## config.mk

```make
export PLATFORM = sky130hd
export DESIGN_NAME = bmlpq_ram
export DESIGN_NICKNAME = d
export VERILOG_FILES = /design/src/hw/rtl/bmlpq_ram.sv
export SDC_FILE = /design/constraint.sdc
export NUM_CORES = 2
export LEC_CHECK = 0
export ABC_AREA = 1
export ABC_CLOCK_PERIOD_IN_PS = 1800
export BUFFER_PORTS_ARGS = -buffer_cell sky130_fd_sc_hd__buf_2
export CAP_MARGIN = 0
export CORE_UTILIZATION = 55
export DETAILED_ROUTE_END_ITERATION = 7
export GPL_ROUTABILITY_DRIVEN = 0
export HOLD_SLACK_MARGIN = 0.15
export PLACE_DENSITY_LB_ADDON = 0.2
export SYNTH_ARGS = -nofsm -noshare
export SYNTH_HDL_FRONTEND = slang
export SYNTH_SLANG_ARGS = --single-unit
```

## constraint.sdc

```tcl
create_clock -name clk -period 1.8 [get_ports clk]
set_clock_uncertainty 0.05 [all_clocks]
set_input_delay 0.36 -clock clk [delete_from_list [all_inputs] [get_ports clk]]
set_output_delay 0.36 -clock clk [all_outputs]
set_load 0.1 [all_outputs]
```

## src/hw/rtl/bmlpq_ram.sv

```systemverilog
module bmlpq_ram #(
	parameter int WIDTH = 8,
	parameter int DEPTH = 256
) (
	input  logic                     clk,
	input  logic                     we,
	input  logic [$clog2(DEPTH)-1:0] waddr,
	input  logic [WIDTH-1:0]         wdata,
	input  logic [$clog2(DEPTH)-1:0] raddr,
	output logic [WIDTH-1:0]         rdata
);

	logic [WIDTH-1:0] mem [DEPTH];

	always_ff @(posedge clk) begin
		if (we) begin
			mem[waddr] <= wdata;
		end
		rdata <= mem[raddr];
	end

endmodule

```

Yosys cells after proc, flatten, opt, wreduce, memory -nomap -nowiden
Memories as Yosys holds them, arrays and structs flattened. A register that Yosys moved wholly into a read port is not among the register bits. Index checks and enable logic that the tools add are counted.

Bits in registers: 0. RAM bits: 2048. Input port bits: 26. Memories kept: 1.

Memories: mem (words 256, bits a word 8, rd ports 1, clocked after memory_dff 1, wr ports 1, line 13) `logic [WIDTH-1:0] mem [DEPTH];`.

Muxes and demuxes: 2.

Operators with widths (count): $mux W1 (2).

Logic depth before layout (Yosys ltp)
Depth in word-level cells: 2. Gate-level depth with buffers: 15. Gate-level depth less buffers: 11.

Least setup slack after synthesis
OpenSTA, ideal clock, no wires.

Path kind: in2reg. From: input we. To: memory mem[162][0] (enable). Setup time: 0.370 ns. Data arrival time: 1.481 ns. Data required time: 1.380 ns. Path slack: -0.101 ns. Stages on the path: 4. Buffers on the path: 2. Cell sequence: clkbuf_1 nand3_1 clkbuf_1 nor2_1.

Longest elaborated chain between the ends: 2.

RTL lines: start, declared (line 6) `input logic we,`; $mux W1 (line 16) `if (we) begin`; $mux W1 (not written as such) (line 17) `mem[waddr] <= wdata;`; end, declared (line 13).

No other way between the ends.

Final worst setup path
From: register rdata[7], read port of mem. To: output rdata[7].

RTL lines: start, declared (line 10) `output logic [WIDTH-1:0] rdata`.

No word-level cell between the ends.

==> summary.md <==
| Metric | Value |
|---|---|
| Worst-margin pin slew | approximately 0.6 ns |
| Worst VDD drop | ~1000 uV |
| Fin crit share | 105.0% |
| Setup WS post-layout | -0.08962 ns |
| Required @ worst endpoint | approximately 1.4 ns |
| Endpoint class of the critical path | output port |
| Commonest non-fill, non-tap cells in the layout | 2117 x nand2_1, 2048 x edfxtp_1, 1984 x nand3_1, 590 x buf_4, 283 x nor2_1 |
| Layout area overhead | 17.93% |
| Highest metal used | met5 |
| Total congestion overflow | 0 |
| Final worst path period need | 1.890 ns |
| Pins Over Slew Limit | 0 |
| Iteration-0 DRC Markers | 7197 |
| Worst Path Buf+Inv | 1 |
| Failing checks | setup timing |
| Synth area leader | edfxtp_1 |
| Worst path slowest cell | dfxtp_4 |
| R2R setup slack | ~0.060 ns |
| Crit-path max FO | 1 |
| Clock transition at path regs | 0.06 ns |
| Max-slew headroom | about 60% |
| CP Launch Type | register |
| Clk_lat worst skew | 0.84 ns |
| Setup TNS | -0.2874 ns |
| Crit path arrival time | about 1.5 ns |
| HPWL after DPL | about 140 mm |
| Initial antenna violation count | 12 |
| Final WL | between 200 and 250 mm |
| CTS tree | built |
| Worst hold path type | in -> reg |
| Post-Place Setup Slack | -1.076 ns |
| CTS buffer count | approximately 200 |
| Area fraction of the dominant cell type after synthesis | about three quarters |
| Crit-path max cell delay | around 0.44 ns |
| Ports | 34 |
| Core area | 150100 sq um |
| Synth unique cells | 14 |
| Initial core utilization | a little under three fifths |
| RSZ-0062 raised after global routing | yes |
| # rows | between 100 and 150 |
| Met2 wire length | roughly 110 mm |
| Buffers on Ports | 33 |
| Vias in the first global route | 54.30k |
| Synth Instances | between 7k and 8k |
| Max_cap viols | 0 |
| CTS Buffer Depth | 3 |
| Via count | 57.27k |
| Post-route ant nets | 0 |
| Die area | 153200 sq um |
| Fin util | about two thirds |
| Syn nets | roughly 7k |
| GRT Resource Usage Total | 30.20% |
| Post-Syn Area | approximately 83000 sq um |
| Routed wl met3 | 24.61 mm |
| First drt pass iteration count | 8 |
| First-pass GRT wire length | roughly 340 mm |
| Wire length per cell | approximately 24 um |
| Clk sink count | between 2k and 2.5k |
| Yosys warning total | 0 |
| Die width | 391.4 um |
| Cells along the critical path | buf_12 |
| Min Hold Slack | around 0.3 ns |
| CTS Root Buffer Type | clkbuf_16 |
| Layout cell share with drive strength beyond 1 | 14.42% |
| Met1 wire length | 90.70 mm |
| Final setup viols | 6 |
| Via/cell ratio | about 5.9 |
| Outcome | finished, violations left |
| Final nets | around 7.5k |
| Hold Fails Final Rpt | 0 |
| FMAX | between 500 and 600 MHz |
| Top cells by area, synth | edfxtp_1 74%, nand3_1 12%, nand2_1 9.6% |
| Seq/Total Area, Yosys | approximately three quarters |
| Register bit count reported by yosys | 2056 |
| Static Leakage | around 36 nW |
| Most common cell after layout, fill and taps aside | nand2_1 |
| Largest net degree at the start of global routing | 99 |
| Power per Cell Area | ~1000 nW/um^2 |
| CP delay by family, top | flip-flops |
| Die height | roughly 400 um |
| Fillers | ~11k |
| WS Path Type | reg -> out |
| Number of H-tree levels | 4 |
| Post-Syn Area per Cell | 11.91 sq um |
| Final routed DRC violation total | 0 |
-- worst paths after layout --
| check | depth (start not counted) | to | from |
|---|---|---|---|
| max reg2reg | 10 | rdata[3]$_DFF_P_ | mem[63][3]$_DFFE_PP_ |
| max | 1 | rdata[7] | rdata[7]$_DFF_P_ |
| min reg2reg | 10 | rdata[4]$_DFF_P_ | mem[186][4]$_DFFE_PP_ |
| min | 6 | mem[225][6]$_DFFE_PP_ | waddr[4] |
-- through the flow --
stage          total power, mW  cells  area, sq um
2_1_floorplan            57.26   7003        83400
3_3_place_gp             60.71   9318        91410
3_5_place_dp             60.80   9318        91410
4_1_cts                  100.5   9704        98090
5_1_grt                  103.0   9707        98350
6_report                 100.4   9709        98350
-- per-layer routing --
metal | vias to the layer above | track usage (%)
li1 | 25920 | -
met1 | 27750 | 42.92
met2 | 3110 | 47.11
met3 | 477 | 5.377
met4 | 10 | 10.60
met5 | - | 0
-- layout make-up --
| class | instances | area, sq um | area share (%) |
|---|---|---|---|
| clock buffer | 262 | 5321 | 5.411 |
| inverter | 39 | 183.9 | 0.1870 |
| clock inverter | 108 | 937.1 | 0.9529 |
| sequential | 2056 | 61690 | 62.72 |
| timing repair buffer | 800 | 8320 | 8.460 |
| antenna | 3 | 7.507 | 0.007633 |
| tap | 2016 | 2522 | 2.565 |
| multi-input combinational | 4425 | 19370 | 19.70 |
-- cell usage after synthesis --
cell	number
inv_2	2
buf_2	268
nand3_1	2019
clkbuf_1	112
nor2_1	283
buf_1	40
edfxtp_1	2048
buf_4	46
inv_1	36
nand2_1	2123
buf_8	1
dfxtp_1	8
inv_4	1
buf_6	16
-- state kept, by name (all words and copies together) (netlist names) --
name   cells
mem     2048
rdata      8
-- power by group --
part,internal (mW),switching (mW)
Combinational,2.32,4.97
Clock,22.6,17.7
Sequential,52.8,0.0919
-- timing repair --
item                                    CTS  global route
pin swaps                                 0             3
gates resized for setup                  63            39
gates cloned                              1             2
endpoints found under the hold margin  1684             0
hold buffers                             10             0
setup endpoints to repair                14            16
setup buffers                             5             0
-- logic make-up (layout without fill, tap and decap cells) --
logic type,Yosys count,count (layout),share of synthesized area (%)
buffers and inverters,522,1209,3.119
and+or+nand+nor,4425,4425,22.95
other,0,3,0
DFF,2056,2056,73.94
No activity file was read; power rests on OpenSTA's default activity.
